--- src/rtl/lst_pkg.sv ---
// Shared constants and types for the LCD scan-line and mode timing block.
package lst_pkg;

    localparam int unsigned LINE_CYCLES     = 456;
    localparam int unsigned VISIBLE_LINES   = 144;
    localparam int unsigned LAST_LINE       = 153;
    localparam int unsigned SEARCH_CYCLES   = 82;
    localparam int unsigned TRANSFER_CYCLES = 172;

    localparam int unsigned SEARCH_FLOOR   = LINE_CYCLES - SEARCH_CYCLES;
    localparam int unsigned TRANSFER_FLOOR = LINE_CYCLES - SEARCH_CYCLES - TRANSFER_CYCLES;

    localparam int unsigned CD_W   = 9;
    localparam int unsigned LINE_W = 8;
    localparam int unsigned CYC_W  = 8;
    localparam int unsigned IDX_W  = 2;
    localparam int unsigned DATA_W = 8;

    // register indexes
    localparam logic [IDX_W-1:0] REG_LCD_ON       = 2'd0;
    localparam logic [IDX_W-1:0] REG_COMPARE_LINE = 2'd1;
    localparam logic [IDX_W-1:0] REG_STAT_MASK    = 2'd2;

    // lcd modes
    localparam logic [1:0] MODE_HBLANK   = 2'd0;
    localparam logic [1:0] MODE_VBLANK   = 2'd1;
    localparam logic [1:0] MODE_SEARCH   = 2'd2;
    localparam logic [1:0] MODE_TRANSFER = 2'd3;

    // bits of the STAT enable mask
    localparam int unsigned EN_HBLANK = 0;
    localparam int unsigned EN_VBLANK = 1;
    localparam int unsigned EN_SEARCH = 2;
    localparam int unsigned EN_COIN   = 3;

    typedef struct packed {
        logic              lcd_on;
        logic [LINE_W-1:0] compare_line;
        logic [3:0]        stat_enable_mask;
    } cfg_t;

    typedef struct packed {
        logic [LINE_W-1:0] scan_line;
        logic [CD_W-1:0]   line_countdown;
        logic              prev_status;
    } state_t;

    typedef struct packed {
        logic [LINE_W-1:0] current_line;
        logic [1:0]        lcd_mode;
        logic              coincidence;
        logic              vblank_irq;
        logic              stat_irq;
        logic              draw_request;
        logic [LINE_W-1:0] draw_line_number;
    } result_t;

endpackage

--- src/rtl/lst_if.sv ---
// Handshake channel interfaces: tick input, result output and register writes.
interface lst_in_if
    import lst_pkg::*;
    ();
    logic             valid;
    logic             ready;
    logic [CYC_W-1:0] elapsed_cycles;

    modport source (output valid, output elapsed_cycles, input ready);
    modport sink   (input valid, input elapsed_cycles, output ready);
endinterface

interface lst_out_if
    import lst_pkg::*;
    ();
    logic              valid;
    logic              ready;
    logic [LINE_W-1:0] current_line;
    logic [1:0]        lcd_mode;
    logic              coincidence;
    logic              vblank_irq;
    logic              stat_irq;
    logic              draw_request;
    logic [LINE_W-1:0] draw_line_number;

    modport source (output valid, output current_line, output lcd_mode,
                    output coincidence, output vblank_irq, output stat_irq,
                    output draw_request, output draw_line_number, input ready);
    modport sink   (input valid, input current_line, input lcd_mode,
                    input coincidence, input vblank_irq, input stat_irq,
                    input draw_request, input draw_line_number, output ready);
endinterface

interface lst_cfg_if
    import lst_pkg::*;
    ();
    logic              valid;
    logic              ready;
    logic [IDX_W-1:0]  index;
    logic [DATA_W-1:0] data;

    modport source (output valid, output index, output data, input ready);
    modport sink   (input valid, input index, input data, output ready);
endinterface

--- src/rtl/lst_cfg_regs.sv ---
// Configuration register file: display enable, compare line, STAT enables.
module lst_cfg_regs
    import lst_pkg::*;
(
    input  logic  clk,
    input  logic  rst_n,
    lst_cfg_if.sink cfg,
    output cfg_t  cfg_q
);

    cfg_t cfg_reg;
    cfg_t cfg_next;

    assign cfg.ready = 1'b1;
    assign cfg_q     = cfg_reg;

    always_comb
    begin
        cfg_next = cfg_reg;
        if (cfg.valid)
        begin
            case (cfg.index)
                REG_LCD_ON:       cfg_next.lcd_on           = cfg.data[0];
                REG_COMPARE_LINE: cfg_next.compare_line     = cfg.data[LINE_W-1:0];
                REG_STAT_MASK:    cfg_next.stat_enable_mask = cfg.data[3:0];
                default:          cfg_next = cfg_reg;   // unknown index dropped
            endcase
        end
    end

    always_ff @(posedge clk or negedge rst_n)
    begin
        if (!rst_n)
            cfg_reg <= '0;
        else
            cfg_reg <= cfg_next;
    end

endmodule

--- src/rtl/lst_step.sv ---
// One-tick update of the line countdown, line counter, mode and interrupts.
module lst_step
    import lst_pkg::*;
(
    input  cfg_t             cfg,
    input  state_t           cur,
    input  logic [CYC_W-1:0] elapsed_cycles,
    output state_t           nxt,
    output result_t          res
);

    localparam logic [CD_W-1:0]   CD_RELOAD  = CD_W'(LINE_CYCLES);
    localparam logic [CD_W-1:0]   CD_SEARCH  = CD_W'(SEARCH_FLOOR);
    localparam logic [CD_W-1:0]   CD_XFER    = CD_W'(TRANSFER_FLOOR);
    localparam logic [LINE_W-1:0] LN_VISIBLE = LINE_W'(VISIBLE_LINES);
    localparam logic [LINE_W-1:0] LN_LAST    = LINE_W'(LAST_LINE);

    logic signed [CD_W:0] diff;
    logic                 line_end;
    logic [LINE_W-1:0]    line_inc;
    logic [LINE_W-1:0]    line_new;
    logic [CD_W-1:0]      cd_new;
    logic [1:0]           mode;
    logic                 coin;
    logic                 cond;

    always_comb
    begin
        diff     = $signed({1'b0, cur.line_countdown}) - $signed({2'b00, elapsed_cycles});
        line_end = diff[CD_W] || (diff == '0);
        cd_new   = line_end ? CD_RELOAD : diff[CD_W-1:0];
        line_inc = cur.scan_line + LINE_W'(1);
        line_new = cur.scan_line;
        if (line_end)
            line_new = (line_inc > LN_LAST) ? '0 : line_inc;

        if (line_new >= LN_VISIBLE)
            mode = MODE_VBLANK;
        else if (cd_new >= CD_SEARCH)
            mode = MODE_SEARCH;
        else if (cd_new >= CD_XFER)
            mode = MODE_TRANSFER;
        else
            mode = MODE_HBLANK;

        coin = (line_new == cfg.compare_line);
        cond = (coin && cfg.stat_enable_mask[EN_COIN])
            || (mode == MODE_SEARCH && cfg.stat_enable_mask[EN_SEARCH])
            || (mode == MODE_VBLANK && cfg.stat_enable_mask[EN_VBLANK])
            || (mode == MODE_HBLANK && cfg.stat_enable_mask[EN_HBLANK]);

        if (cfg.lcd_on)
        begin
            nxt.scan_line          = line_new;
            nxt.line_countdown     = cd_new;
            nxt.prev_status        = cond;
            res.current_line       = line_new;
            res.lcd_mode           = mode;
            res.coincidence        = coin;
            res.vblank_irq         = line_end && (line_inc == LN_VISIBLE);
            res.stat_irq           = cond && !cur.prev_status;
            res.draw_request       = line_end && (cur.scan_line < LN_VISIBLE);
            res.draw_line_number   = res.draw_request ? cur.scan_line : '0;
        end
        else
        begin
            // display off: everything held at reset, reports vblank mode
            nxt.scan_line          = '0;
            nxt.line_countdown     = CD_RELOAD;
            nxt.prev_status        = 1'b0;
            res                    = '0;
            res.lcd_mode           = MODE_VBLANK;
        end
    end

endmodule

--- src/rtl/lcd_scanline_mode_timing_core.sv ---
// Top level of the LCD scan-line and mode timing block.
// Takes one tick per clock while results are taken. A tick is held in an
// input register; the update (subtract from the line countdown, line advance,
// mode, coincidence and interrupt edge) is combinational from that register
// and lands in the result register once that register is free or being taken.
// A stalled result holds in its register, and one further tick waits in the
// input register. Registers are to be written through cfg only while no tick
// is in flight; the block does not enforce this. cfg is always ready.
module lcd_scanline_mode_timing_core
    import lst_pkg::*;
(
    input  logic      clk,
    input  logic      rst_n,
    lst_in_if.sink    tick,
    lst_out_if.source result,
    lst_cfg_if.sink   cfg
);

    cfg_t             cfg_q;
    state_t           state_reg;
    state_t           state_next;
    result_t          res_next;
    result_t          res_reg;
    logic             res_valid_reg;
    logic             in_valid_reg;
    logic [CYC_W-1:0] elapsed_reg;
    logic             advance;
    logic             fire;

    lst_cfg_regs u_cfg (
        .clk   (clk),
        .rst_n (rst_n),
        .cfg   (cfg),
        .cfg_q (cfg_q)
    );

    lst_step u_step (
        .cfg            (cfg_q),
        .cur            (state_reg),
        .elapsed_cycles (elapsed_reg),
        .nxt            (state_next),
        .res            (res_next)
    );

    assign advance    = !res_valid_reg || result.ready;
    assign fire       = in_valid_reg && advance;
    assign tick.ready = !in_valid_reg || advance;

    always_ff @(posedge clk or negedge rst_n)
    begin
        if (!rst_n)
        begin
            in_valid_reg  <= 1'b0;
            res_valid_reg <= 1'b0;
            state_reg.scan_line      <= '0;
            state_reg.line_countdown <= CD_W'(LINE_CYCLES);
            state_reg.prev_status    <= 1'b0;
        end
        else
        begin
            if (tick.ready)
                in_valid_reg <= tick.valid;
            if (advance)
                res_valid_reg <= in_valid_reg;
            if (fire)
                state_reg <= state_next;
        end
    end

    always_ff @(posedge clk)
    begin
        if (tick.ready && tick.valid)
            elapsed_reg <= tick.elapsed_cycles;
        if (fire)
            res_reg <= res_next;
    end

    assign result.valid            = res_valid_reg;
    assign result.current_line     = res_reg.current_line;
    assign result.lcd_mode         = res_reg.lcd_mode;
    assign result.coincidence      = res_reg.coincidence;
    assign result.vblank_irq       = res_reg.vblank_irq;
    assign result.stat_irq         = res_reg.stat_irq;
    assign result.draw_request     = res_reg.draw_request;
    assign result.draw_line_number = res_reg.draw_line_number;

endmodule
--- src/flat_wrapper.sv ---
// flat-port wrapper written by rule: the top's interface ports become plain ports
module lcd_scanline_mode_timing_core_flat import lst_pkg::*;
  (clk, rst_n, tick_valid, tick_elapsed_cycles, tick_ready, result_valid, result_current_line, result_lcd_mode, result_coincidence, result_vblank_irq, result_stat_irq, result_draw_request, result_draw_line_number, result_ready, cfg_valid, cfg_index, cfg_data, cfg_ready);
  lst_in_if tick_i ();
  lst_out_if result_i ();
  lst_cfg_if cfg_i ();
  input  logic clk;
  input  logic rst_n;
  input wire logic [$bits(tick_i.valid)-1:0] tick_valid;
  input wire logic [$bits(tick_i.elapsed_cycles)-1:0] tick_elapsed_cycles;
  output wire logic [$bits(tick_i.ready)-1:0] tick_ready;
  output wire logic [$bits(result_i.valid)-1:0] result_valid;
  output wire logic [$bits(result_i.current_line)-1:0] result_current_line;
  output wire logic [$bits(result_i.lcd_mode)-1:0] result_lcd_mode;
  output wire logic [$bits(result_i.coincidence)-1:0] result_coincidence;
  output wire logic [$bits(result_i.vblank_irq)-1:0] result_vblank_irq;
  output wire logic [$bits(result_i.stat_irq)-1:0] result_stat_irq;
  output wire logic [$bits(result_i.draw_request)-1:0] result_draw_request;
  output wire logic [$bits(result_i.draw_line_number)-1:0] result_draw_line_number;
  input wire logic [$bits(result_i.ready)-1:0] result_ready;
  input wire logic [$bits(cfg_i.valid)-1:0] cfg_valid;
  input wire logic [$bits(cfg_i.index)-1:0] cfg_index;
  input wire logic [$bits(cfg_i.data)-1:0] cfg_data;
  output wire logic [$bits(cfg_i.ready)-1:0] cfg_ready;
  assign tick_i.valid = tick_valid;
  assign tick_i.elapsed_cycles = tick_elapsed_cycles;
  assign tick_ready = tick_i.ready;
  assign result_valid = result_i.valid;
  assign result_current_line = result_i.current_line;
  assign result_lcd_mode = result_i.lcd_mode;
  assign result_coincidence = result_i.coincidence;
  assign result_vblank_irq = result_i.vblank_irq;
  assign result_stat_irq = result_i.stat_irq;
  assign result_draw_request = result_i.draw_request;
  assign result_draw_line_number = result_i.draw_line_number;
  assign result_i.ready = result_ready;
  assign cfg_i.valid = cfg_valid;
  assign cfg_i.index = cfg_index;
  assign cfg_i.data = cfg_data;
  assign cfg_ready = cfg_i.ready;
  lcd_scanline_mode_timing_core u_core (.clk(clk), .rst_n(rst_n), .tick(tick_i), .result(result_i), .cfg(cfg_i));
endmodule
--- config.mk ---
export PLATFORM = sky130hd
export DESIGN_NAME = lcd_scanline_mode_timing_core_flat
export DESIGN_NICKNAME = d
export VERILOG_FILES = /design/src/rtl/lst_pkg.sv /design/src/rtl/lst_if.sv /design/src/rtl/lst_cfg_regs.sv /design/src/rtl/lst_step.sv /design/src/rtl/lcd_scanline_mode_timing_core.sv /design/src/flat_wrapper.sv
export SDC_FILE = /design/constraint.sdc
export NUM_CORES = 1
export LEC_CHECK = 0
export ABC_AREA = 1
export BUFFER_PORTS_ARGS = -buffer_cell sky130_fd_sc_hd__buf_4
export CORE_ASPECT_RATIO = 0.6
export CORE_MARGIN = 3
export CORE_UTILIZATION = 50
export CTS_CLUSTER_SIZE = 24
export DETAILED_ROUTE_END_ITERATION = 7
export PLACE_DENSITY = 0.72
export SLEW_MARGIN = 20
export SYNTH_ARGS = -nofsm -noshare
export SYNTH_HDL_FRONTEND = slang
export SYNTH_SLANG_ARGS = --single-unit
export TNS_END_PERCENT = 100
--- constraint.sdc ---
create_clock -name clk -period 3.3 [get_ports clk]
set_input_delay 0.495 -clock clk [delete_from_list [all_inputs] [get_ports clk]]
set_output_delay 0.495 -clock clk [all_outputs]
set_load 0.02 [all_outputs]
==> results.yml <==
sta:
  max_clock_freq_mhz: 331
  grt_setup_unrepaired: "false"
  worstMarginPinSlew_ps: 773
  hold_viol: 0
  hold_ws_ps: 113
  slew_headroom_pct: 48.4
  fin_crit_sh_pct: 91.6
  finalClockSkew_ps: 6.34
  finalSetupTns_ps: 0
  maxSlewViolCount: 0
  setup_viol: 0
  period_minus_slack_ps: 3020
floorplan:
  rows: 23
  coreArea_um2: 6850
  io_pins: 48
  die_w_um: 116
  die-area_um2: 8330
  start_util_pct: 52.8
  die_h_um: 71.9
finish:
  final_util_pct: 63.2
  drive_gt1_share_pct: 19.5
  diodes: 0
  syn2layout_area_growth_pct: 19.6
  fillers: 627
  largest_register_ffs: 18
  layout.cells.non_filler: 594
  postLayoutCellArea_um2: 4330
  nNetsFinal: 537
detailed_routing:
  avgViaCountPerCell: 5.36
  drt_iter0_drc: 303
  postRouteAntennaNets: 0
  drt_wl_total_mm: 9.00
  detail_route.first_pass.iterations: 6
  vias: 3184
  wl_per_cell_um: 15.2
  route.detailed.drc: 0
critical_path:
  cp-end-kind: "flip-flop"
  path_buf_inv: 4
  cpMostUsedCell: "nand2_1"
  crit_cells: 22
  critPathTopFamily: "simple AND/OR/NAND/NOR gates"
  path_cells: "inv_1 -> ha_1 -> inv_1 -> fa_2 -> nand2_1 -> nand2_2 -> nand3_2 -> nand2_1 -> nand2_1 -> nand2_1 -> nor2_1 -> nand3_2 -> buf_4 -> nand3_1 -> nand2_1 -> inv_2 -> nand3_1 -> nand3_2 -> nand2_1 -> nor2_1 -> nand3_1 -> a21oi_1"
  slowest_stage: "fa_2"
  reg2reg_depth: 22
  worst-setup-path-type: "flip-flop to flip-flop"
  cp-start-kind: "flip-flop"
  arrival_ps: 3210
  cp_slowest_stage_delay_ps: 380
  cp.required_ps: 3490
  crit_fanout: 10
synthesis:
  ys_warn_count: 0
  ys_types: 35
  ys_ff_latch: 63
  netlist_area_um2: 3620
  syn_area_per_cell_um2: 8.03
  synth_nets: 486
  seq_area_frac_synth_pct: 47.8
  synthesis.instances: 451
global_routing:
  grt_antenna_before_repair: 0
  grt_pass1_vias: 2845
  top_usage_layer: "met1"
  grt_pass1_wl_mm: 14.6
  gr-total-overflow: 0
  grt_max_degree: 34
  gr-usage-met1_pct: 39.2
  met2_usage_pct: 28.3
  met3_usage_pct: 6.58
  grt_usage_pct: 23.2
cts:
  cts_setup_buffers: 0
  h-tree-depth: 3
  cts_sinks: 63
  cts_buffer_depth: 2
  clkTransAtPathRegs_ps: 50
  cts-root-buf: "clkbuf_16"
  numCtsBuffers: 9
  cts_tree: "yes"
  insertion_delay_ps: 330
power:
  powerDensity_nw_per_um2: 689
  p_leak_nw: 2.11
  ir_drop_mv: 0.351
place:
  place_congestion: 0.887
  placed_cells: 578
  io_buffers: 46
  place_area_um2: 4040
  dp.final_hpwl_mm: 7.04
run:
  drv_cap: 0
outcome:
  status: "complete, no violations"
hold_path:
  hp-class: "input port to asynchronous set/reset pin"
worst paths after layout:
kind                                             start                     end  slack, ps
worst max-delay path               u_core.state_reg[1]  u_core.result.stat_irq        280
worst min-delay path                             rst_n    u_core.state_reg[15]        110
worst max register to register     u_core.state_reg[1]  u_core.result.stat_irq        280
worst min register to register     u_core.state_reg[0]     u_core.state_reg[0]        480
max in group asynchronous                        rst_n     u_core.state_reg[4]       2840
min in group clk                tick_elapsed_cycles[5]   u_core.elapsed_reg[5]        340
routing by layer:
metal	up-vias	routed length, µm
met2	153	3360
met1	1466	4680
li1	1556	-
met3	9	882
met5	-	0
met4	0	75
what timing repair did:
action                                  CTS  global route
hold buffers                              0             0
endpoints found under the setup margin    0             2
gates resized for setup                   0             4
layout make-up:
cell class	instances	area, µm²	share of cell area (%)
clock inverters	6	45.0	1.04
flip-flops and latches	63	1730	40.0
inverters	72	270	6.24
multi-input cells	307	1570	36.1
well taps	87	109	2.51
clock buffers	10	229	5.29
repair buffers	49	380	8.78
synth_stat cells:
| library cell | n | share of area [%] |
|---|---|---|
| ha_1 | 11 | 3.8 |
| nand2_1 | 129 | 13 |
| inv_1 | 68 | 7.1 |
| nor2_1 | 33 | 3.4 |
| nor2_2 | 4 | 0.69 |
| buf_4 | 2 | 0.41 |
| dfstp_2 | 4 | 2.9 |
| nand3_2 | 4 | 1.1 |
| o22ai_1 | 3 | 0.52 |
| nand2_2 | 10 | 1.7 |
| a32o_1 | 2 | 0.55 |
| a21oi_1 | 19 | 2.6 |
| a21oi_4 | 1 | 0.45 |
| fa_1 | 1 | 0.55 |
| conb_1 | 1 | 0.10 |
| xor2_1 | 1 | 0.24 |
| or2_1 | 1 | 0.17 |
| a21boi_0 | 1 | 0.21 |
| inv_2 | 4 | 0.41 |
| clkbuf_1 | 2 | 0.21 |
| edfxtp_1 | 30 | 25 |
| nor3_1 | 4 | 0.55 |
| a31oi_1 | 1 | 0.17 |
| o21ai_1 | 2 | 0.28 |
| buf_2 | 1 | 0.14 |
| o21ai_0 | 23 | 3.2 |
| a41oi_1 | 1 | 0.24 |
| buf_1 | 1 | 0.10 |
| nand3b_1 | 2 | 0.41 |
| nand3_1 | 44 | 6.1 |
| nand3_4 | 1 | 0.48 |
| nor2_4 | 4 | 1.2 |
| nand4_1 | 4 | 0.69 |
| buf_6 | 3 | 0.93 |
| dfrtp_1 | 29 | 20 |
per-stage QoR:
step	worst slack (ps)	total power, mW
final	278	2.98
after global routing	40.2	3.18
after global placement	305	2.10
after floorplan	651	1.81
after detailed placement	162	2.11
after CTS	149	2.97
report_power, final:
part | total [mW] | switching [mW] | internal (mW)
sequential | 1.06 | 0.0768 | 0.980
combinational | 1.06 | 0.699 | 0.366
clock | 0.863 | 0.352 | 0.511
total | 2.98 | 1.13 | 1.86
cell families (layout without fill, tap and decap cells):
logic type / count (synthesis) / count (layout) / synth area share (%)
and+or+nand+nor: 240 / 240 / 30.0
xor gates and xnor gates: 1 / 1 / 0.242
adders and majority gates: 12 / 12 / 4.36
buffers and inverters: 81 / 137 / 9.26
AOI/OAI and AO/OA: 53 / 53 / 8.23
DFF: 63 / 63 / 47.8
other: 1 / 1 / 0.104
cell usage in the layout, fill, tap and decap left out, types with 2 or more instances in the layout:
cell       Yosys  routed
nand2_2       10       9
nand3_1       44      44
o21ai_1        2       2
a21oi_1       19      19
nor2_2         4       4
buf_4          2      48
o21ai_0       23      23
nor2_1        33      33
a32o_1         2       2
ha_1          11      11
nand2_1      129     129
nand3_2        4       4
clkinv_4       0       3
dfstp_2        4       4
nor3_1         4       3
inv_2          4       5
clkbuf_16      0       9
nand4_1        4       4
clkinv_2       0       2
edfxtp_1      30      30
nand3b_1       2       2
nor2_4         4       4
dfrtp_1       29      29
inv_1         68      67
o22ai_1        3       3
(Power assumes the default switching activity.)
